<file path="config.mk">
export PLATFORM = sky130hd
export DESIGN_NAME = signed_int_to_decimal_ascii
export DESIGN_NICKNAME = d
export VERILOG_FILES = /design/src/rtl/sidtoa_pkg.sv /design/src/rtl/signed_int_to_decimal_ascii.sv /design/src/rtl/sidtoa_front.sv /design/src/rtl/sidtoa_dabble_stage.sv /design/src/rtl/sidtoa_serializer.sv
export SDC_FILE = /design/constraint.sdc
export NUM_CORES = 1
export LEC_CHECK = 0
export ABC_AREA = 1
export ABC_CLOCK_PERIOD_IN_PS = 5500
export BUFFER_PORTS_ARGS = -buffer_cell sky130_fd_sc_hd__buf_2
export CORE_ASPECT_RATIO = 1.5
export CORE_MARGIN = 2
export CORE_UTILIZATION = 30
export DETAILED_ROUTE_END_ITERATION = 12
export GPL_TIMING_DRIVEN = 0
export PLACE_DENSITY_LB_ADDON = 0.05
export REMOVE_ABC_BUFFERS = 1
export SKIP_LAST_GASP = 1
export SYNTH_ARGS = -nofsm -noshare
export SYNTH_HDL_FRONTEND = slang
export SYNTH_HIERARCHICAL = 1
export SYNTH_SLANG_ARGS = --single-unit
</file>
<file path="constraint.sdc">
create_clock -name aclk -period 5.5 [get_ports aclk]
set_clock_uncertainty 0.15 [all_clocks]
set_input_delay 0.275 -clock aclk [delete_from_list [all_inputs] [get_ports aclk]]
set_output_delay 0.275 -clock aclk [all_outputs]
set_load 0.005 [all_outputs]
</file>
<file path="src/rtl/sidtoa_pkg.sv">
package sidtoa_pkg;

    localparam int VALUE_W         = 32;
    localparam int DIGITS          = 10;
    localparam int BCD_W           = 4 * DIGITS;
    localparam int ITERS_PER_STAGE = 4;
    localparam int NUM_STAGES      = VALUE_W / ITERS_PER_STAGE;
    localparam int COUNT_W         = 4;
    localparam int DPTR_W          = $clog2(DIGITS);

    localparam logic [7:0] CHAR_MINUS = 8'd45;
    localparam logic [7:0] CHAR_ZERO  = 8'd48;

    typedef logic [DIGITS-1:0][3:0] bcd_t;

    // Working word of the shift-and-add-3 conversion.
    typedef struct packed {
        logic                 neg;
        bcd_t                 bcd;
        logic [VALUE_W-1:0]   bin;
    } dd_t;

endpackage

</file>
<file path="src/rtl/signed_int_to_decimal_ascii.sv">
// Signed 32-bit integer to decimal ASCII text.
// Input channel: one beat per number on s_tvalid/s_tready, the two's complement
// value in s_tdata. Output channel: one beat per character on m_tvalid/m_tready,
// most significant character first, with a leading minus sign for negative
// values. m_tlast marks the final character of a number, and that beat carries
// the total character count in m_tdata; other beats carry a count of zero.
// The magnitude is converted by a shift-and-add-3 pipeline of one sign stage
// and eight conversion stages of four bit steps each, followed by a character
// serializer and an output register. Each number passes through every stage
// in that order. While the receiver accepts, the serializer sends one
// character per cycle, so a number occupies the output for 1 to 11 beats
// (its character count), which sets the sustained rate; the pipeline keeps
// accepting numbers until it fills. When the receiver stalls, every stage
// holds its contents and backpressure reaches s_tready; nothing is lost or
// repeated. Reset clears all valid flags; the block is ready right after it.
module signed_int_to_decimal_ascii (
    input  logic        aclk,
    input  logic        aresetn,
    input  logic        s_tvalid,
    output logic        s_tready,
    input  logic [31:0] s_tdata,   // [31:0] value
    output logic        m_tvalid,
    input  logic        m_tready,
    output logic [15:0] m_tdata,   // [7:0] character, [11:8] char_count, [15:12] zero
    output logic        m_tlast
);
    import sidtoa_pkg::*;

    logic               vld [NUM_STAGES+1];
    logic               rdy [NUM_STAGES+1];
    dd_t                dat [NUM_STAGES+1];
    logic [7:0]         out_char;
    logic [COUNT_W-1:0] out_count;

    sidtoa_front u_front (
        .aclk      (aclk),
        .aresetn   (aresetn),
        .in_valid  (s_tvalid),
        .in_ready  (s_tready),
        .in_value  (s_tdata),
        .out_valid (vld[0]),
        .out_ready (rdy[0]),
        .out_data  (dat[0])
    );

    for (genvar g = 0; g < NUM_STAGES; g++) begin : g_stage
        sidtoa_dabble_stage u_stage (
            .aclk      (aclk),
            .aresetn   (aresetn),
            .in_valid  (vld[g]),
            .in_ready  (rdy[g]),
            .in_data   (dat[g]),
            .out_valid (vld[g+1]),
            .out_ready (rdy[g+1]),
            .out_data  (dat[g+1])
        );
    end

    sidtoa_serializer u_ser (
        .aclk      (aclk),
        .aresetn   (aresetn),
        .in_valid  (vld[NUM_STAGES]),
        .in_ready  (rdy[NUM_STAGES]),
        .in_neg    (dat[NUM_STAGES].neg),
        .in_bcd    (dat[NUM_STAGES].bcd),
        .out_valid (m_tvalid),
        .out_ready (m_tready),
        .out_char  (out_char),
        .out_last  (m_tlast),
        .out_count (out_count)
    );

    assign m_tdata = {4'd0, out_count, out_char};

endmodule

</file>
<file path="src/rtl/sidtoa_front.sv">
module sidtoa_front (
    input  logic                 aclk,
    input  logic                 aresetn,
    input  logic                 in_valid,
    output logic                 in_ready,
    input  logic [31:0]          in_value,
    output logic                 out_valid,
    input  logic                 out_ready,
    output sidtoa_pkg::dd_t      out_data
);
    import sidtoa_pkg::*;

    logic valid_reg;
    dd_t  data_reg;
    dd_t  data_next;

    assign in_ready  = !valid_reg || out_ready;
    assign out_valid = valid_reg;
    assign out_data  = data_reg;

    always_comb begin
        data_next.neg = in_value[VALUE_W-1];
        data_next.bcd = '0;
        data_next.bin = in_value[VALUE_W-1] ? (VALUE_W'(0) - in_value) : in_value;
    end

    always_ff @(posedge aclk) begin
        if (!aresetn) begin
            valid_reg <= 1'b0;
        end else if (in_ready) begin
            valid_reg <= in_valid;
        end
    end

    always_ff @(posedge aclk) begin
        if (in_ready && in_valid) begin
            data_reg <= data_next;
        end
    end

endmodule

</file>
<file path="src/rtl/sidtoa_dabble_stage.sv">
module sidtoa_dabble_stage (
    input  logic                 aclk,
    input  logic                 aresetn,
    input  logic                 in_valid,
    output logic                 in_ready,
    input  sidtoa_pkg::dd_t      in_data,
    output logic                 out_valid,
    input  logic                 out_ready,
    output sidtoa_pkg::dd_t      out_data
);
    import sidtoa_pkg::*;

    logic valid_reg;
    dd_t  data_reg;
    dd_t  data_next;

    assign in_ready  = !valid_reg || out_ready;
    assign out_valid = valid_reg;
    assign out_data  = data_reg;

    // Each iteration corrects every digit of five or more, then shifts one bit in.
    always_comb begin
        data_next = in_data;
        for (int it = 0; it < ITERS_PER_STAGE; it++) begin
            for (int d = 0; d < DIGITS; d++) begin
                if (data_next.bcd[d] >= 4'd5) begin
                    data_next.bcd[d] = data_next.bcd[d] + 4'd3;
                end
            end
            {data_next.bcd, data_next.bin} = {data_next.bcd, data_next.bin} << 1;
        end
    end

    always_ff @(posedge aclk) begin
        if (!aresetn) begin
            valid_reg <= 1'b0;
        end else if (in_ready) begin
            valid_reg <= in_valid;
        end
    end

    always_ff @(posedge aclk) begin
        if (in_ready && in_valid) begin
            data_reg <= data_next;
        end
    end

endmodule

</file>
<file path="src/rtl/sidtoa_serializer.sv">
module sidtoa_serializer (
    input  logic                              aclk,
    input  logic                              aresetn,
    input  logic                              in_valid,
    output logic                              in_ready,
    input  logic                              in_neg,
    input  sidtoa_pkg::bcd_t                  in_bcd,
    output logic                              out_valid,
    input  logic                              out_ready,
    output logic [7:0]                        out_char,
    output logic                              out_last,
    output logic [sidtoa_pkg::COUNT_W-1:0]    out_count
);
    import sidtoa_pkg::*;

    logic               busy_reg;
    logic               minus_reg;
    logic [DPTR_W-1:0]  dptr_reg;
    logic [COUNT_W-1:0] total_reg;
    bcd_t               bcd_reg;

    logic               ovalid_reg;
    logic [7:0]         char_reg;
    logic               last_reg;
    logic [COUNT_W-1:0] count_reg;

    logic               emit;
    logic               emit_last;
    logic [7:0]         char_next;
    logic [COUNT_W-1:0] ndig;

    assign emit      = busy_reg && (!ovalid_reg || out_ready);
    assign emit_last = !minus_reg && (dptr_reg == '0);
    assign in_ready  = !busy_reg || (emit && emit_last);

    assign char_next = minus_reg ? CHAR_MINUS : (CHAR_ZERO + {4'd0, bcd_reg[dptr_reg]});

    // Position of the most significant nonzero digit; zero still prints one digit.
    always_comb begin
        ndig = COUNT_W'(1);
        for (int d = 0; d < DIGITS; d++) begin
            if (in_bcd[d] != 4'd0) begin
                ndig = COUNT_W'(d + 1);
            end
        end
    end

    always_ff @(posedge aclk) begin
        if (!aresetn) begin
            busy_reg   <= 1'b0;
            ovalid_reg <= 1'b0;
        end else begin
            if (in_ready) begin
                busy_reg <= in_valid;
            end
            if (emit) begin
                ovalid_reg <= 1'b1;
            end else if (out_ready) begin
                ovalid_reg <= 1'b0;
            end
        end
    end

    always_ff @(posedge aclk) begin
        if (in_ready && in_valid) begin
            minus_reg <= in_neg;
            dptr_reg  <= DPTR_W'(ndig - COUNT_W'(1));
            total_reg <= ndig + COUNT_W'(in_neg);
            bcd_reg   <= in_bcd;
        end else if (emit) begin
            if (minus_reg) begin
                minus_reg <= 1'b0;
            end else if (!emit_last) begin
                dptr_reg <= dptr_reg - DPTR_W'(1);
            end
        end
        if (emit) begin
            char_reg  <= char_next;
            last_reg  <= emit_last;
            count_reg <= emit_last ? total_reg : '0;
        end
    end

    assign out_valid = ovalid_reg;
    assign out_char  = char_reg;
    assign out_last  = last_reg;
    assign out_count = count_reg;

endmodule
</file>
# Word level (Yosys, flattened, before mapping)
# Cells that the tools add are included.
# word_totals
word_cells,991
output_inout_bits,19
reg_bits,508
# classes
muxes,285
add_sub_neg,270
order_cmp,266
eq_ne,2
reduce_logical,49
# ops
op,count
4-bit by 3-bit greater-or-equal comparator with 1-bit output (second input constant),255
4-bit 2-to-1 mux,249
4-bit by 2-bit adder with 4-bit output (second input constant),234
3-bit 2-to-1 mux,26
3-bit by 2-bit adder with 3-bit output (second input constant),21
4-bit nonzero test,9
1-bit by 32-bit subtractor with 32-bit output (first input constant),1
31-bit 2-to-1 mux,1
1-bit by 2-bit adder with 3-bit output (second input constant),10
1-bit by 3-bit greater-or-equal comparator with 1-bit output (second input constant),10
4-bit binary-select mux with 4-bit select,1
1-bit logical AND,13
1-bit logical NOT,12
1-bit logical OR,11
4-bit by 1-bit subtractor with 4-bit output (second input constant),2
6-bit by 4-bit adder with 7-bit output (first input constant),1
1-bit 2-to-1 mux,6
4-bit by 5-bit less-than comparator with 1-bit output (second input constant),1
4-bit by 1-bit adder with 4-bit output,1
4-bit logical NOT,1
2-bit 2-to-1 mux,2
2-bit inequality test (second input constant),2
2-bit nonzero test,2
3-bit AND reduction,1

# Depth between registers and ports, before layout
# logic_depth
ltp_word,15
ltp_mapped,30
mapped_depth_nobuf,29

# Cells and area by module
# Netlist, hierarchy kept.
# by_module_without_submodules
module,area_per_inst_um2,n_inst,cells_each
sidtoa_dabble_stage,6326.1,8,878
sidtoa_serializer,2770.2,1,250
sidtoa_front,2389.8,1,298
signed_int_to_decimal_ascii,33.8,1,5

# Least setup slack after synthesis
# Ideal clock, no wire load.
# synth_timing
path_type,flip-flop to flip-flop
from,register u_ser.dptr_reg[1]
to,"register g_stage[0].u_stage.data_reg, in the netlist g_stage[0].u_stage/out_data[10] (enable)"
arrival_ns,4.988
setup_ns,0.519
t_required_ns,4.831
stages_incl_launch_ff,21
path_slack_ns,-0.157
synth_period_minus_slack_ns,5.657
cell_sequence,edfxtp_1 buf_6 nor2_4 nand4_4 nand2_2 inv_1 nand2_1 inv_1 nand2_1 inv_1 nand2_1 inv_1 nand2_1 inv_1 nand2_1 inv_1 nand2_1 inv_1 nand2_1 inv_1 a21oi_1
# synth_lines
item,line_no,source
"start, declared",sidtoa_serializer.sv:18,logic [DPTR_W-1:0] dptr_reg;
"start signal, assigned",sidtoa_serializer.sv:67,dptr_reg <= DPTR_W'(ndig - COUNT_W'(1));
"start signal, assigned",sidtoa_serializer.sv:74,dptr_reg <= dptr_reg - DPTR_W'(1);
"end signal, assigned",sidtoa_dabble_stage.sv:44,data_reg <= data_next;
"end, declared",sidtoa_dabble_stage.sv:14,dd_t data_reg;

==> results.tsv <==
metric	value	unit
status	completed	
worst endpoint data arrival time	3.94	ns
Clk pin slew, worst setup/hold paths	0.06	ns
Final Wtd Congestion	0.7654	
Pre-antenna DRT Iters	5	
max-capacitance violation count	0	
number of setup violations in the final report	0	
layout cell share with drive strength beyond 1	16.35	%
TritonCTS Sinks	543	
gr ovfl total	0	
CP Capture Point	s_tready	
H-tree levels	3	
initial antenna violation count	7	
CTS tree	done	
Critical Path Start Type	flip-flop	
core area	172900	sq um
critical path capture point type	output pin	
worst stage delay on the critical path	0.91	ns
Synth Area per Inst	7.026	sq um
post-CTS setup buffers	0	
CTS max path bufs	3	
DR iter-0 viols	986	
vias in the first global route	43570	
Die Area	177300	sq um
Top delay family on crit path	buffers and inverters	
pin count of the biggest net entering global routing	33	
commonest non-fill, non-tap cell in the layout	nand2_1	
DRC errors left	0	
FF-to-FF End	g_stage[0].u_stage/out_data[13]	
Fin Setup TNS	0	ns
Initial Util	30.17	%
die width	344.5	microns
Synth Warn #	6	
WL per Instance	10.40	microns
Post-Place Setup Slack	1.245	ns
RSZ-0062 raised after global routing	false	
crit path kind	flip-flop to output pin	
latest clock arrival within the worst-skew pair	0.68	ns
most frequent cells in the layout	2654 x nand2_1, 1254 x inv_1, 669 x nand3_1	
first-pass GRT wire length	184500	microns
Nets	7887	
critical path startpoint	u_ser/dptr_reg[0]	
Hold Path Class	flip-flop to flip-flop	
Metal-1 WL	37430	microns
max reg flops	440	
cell count after synthesis	7425	
total CTS buffers	70	
Final Cycle Share	79.39	%
IO Port Bufs	47	
FF-to-FF path depth	22	
Boundary Pins	55	
hpwl dp	85770	microns
Hold Crit Start	g_stage[7].u_stage/out_data[35]	
Worst EP required	5.08	ns
gr usage total	12.04	%
launch point of the worst reg-to-reg path	u_ser/dptr_reg[0]	
final core occ	33.72	%
final setup margin	1.134	ns
fin crit period	4.366	ns
Synth Cell Area	52170	sq um
DR vias	43600	
critical path depth in cells	22	
final count of pins violating max slew	0	
pwr dens	476.8	nW/um^2
CP Max Fanout	23	
Achievable Freq	229.0	MHz
DR vias/cell	4.397	
Final ANT Viol Nets	0	
WP buf/inv	10	
Cell Chain, Critical Path	nor2_2 -> nand4_4 -> nand2_2 -> inv_1 -> nand2_1 -> inv_1 -> nand2_1 -> inv_1 -> nand2_1 -> inv_1 -> nand2_1 -> inv_1 -> nand2_1 -> inv_1 -> nand2_1 -> inv_1 -> nand2_1 -> inv_1 -> nand2_1 -> inv_1 -> nand2_1 -> buf_2	
Fin. Hold Viols	0	
DR WL met3	2151	microns
WL final	103200	microns
Top Layer Used	met5	
CP max stage cell	edfxtp_1	
met2 WL	61090	microns
Rel. slew slack	42.79	%
worst slew pin tran	0.8562	ns
Clock Root Buffer	clkbuf_16	
Die Y	514.7	microns
static leakage	30.36	nW
synthesis-to-finish area growth	11.77	%
VDD IR max	0.0002856	V
# rows	187	
flop2flop setup slack	1.38	ns
-- worst min-delay path by stage --
stage | end | cells after the start
after floorplan | u_front/out_data[0] | 0
after global placement | g_stage[2].u_stage/out_data[31] | 0
after detailed placement | g_stage[0].u_stage/out_data[14] | 0
after CTS | u_front/out_data[0] | 2
after global routing | u_front/out_data[0] | 2
final | u_ser/bcd_reg[3] | 0
-- per-layer routing --
layer	global-route usage [%]	vias to the layer above
li1	-	23920
met1	10.89	19380
met2	26.16	171
met3	1.563	127
met4	3.883	8
met5	0	-
-- report_power, final --
| group | leakage [nW] | switching (mW) | internal [mW] |
|---|---|---|---|
| clock | 1.17 | 2.02 | 2.91 |
| combinational | 24.2 | 11.0 | 5.87 |
| sequential | 4.96 | 0.205 | 5.83 |
| total | 30.4 | 13.2 | 14.6 |
-- cell type report --
cell class / count / area (sq um)
clock buffers: 80 / 1789
clock inverters: 47 / 660.6
multi-input cells: 5494 / 30660
repair buffers: 105 / 991.0
inverters: 1376 / 5165
flip-flops and latches: 543 / 16200
diodes: 3 / 7.507
fillers: 18500 / 114600
well taps: 2268 / 2838
-- per-stage QoR --
stage               power [mW]  instance area (sq um)  std cells  hold slack (ns)
finish                   27.80                  58310       9916           0.2630
floorplan                20.26                  51920       7413           0.2239
global route             31.25                  58310       9916           0.2617
CTS                      28.25                  58300       9913           0.2202
detailed placement       23.05                  55430       9744           0.2545
global placement         22.79                  55000       9728           0.2517
-- what timing repair did --
action / in CTS / in global routing
resized for setup: 0 / 0
hold buffers: 42 / 0
hold endpoints to repair: 61 / 0
No activity file was read; power rests on OpenSTA's default activity.
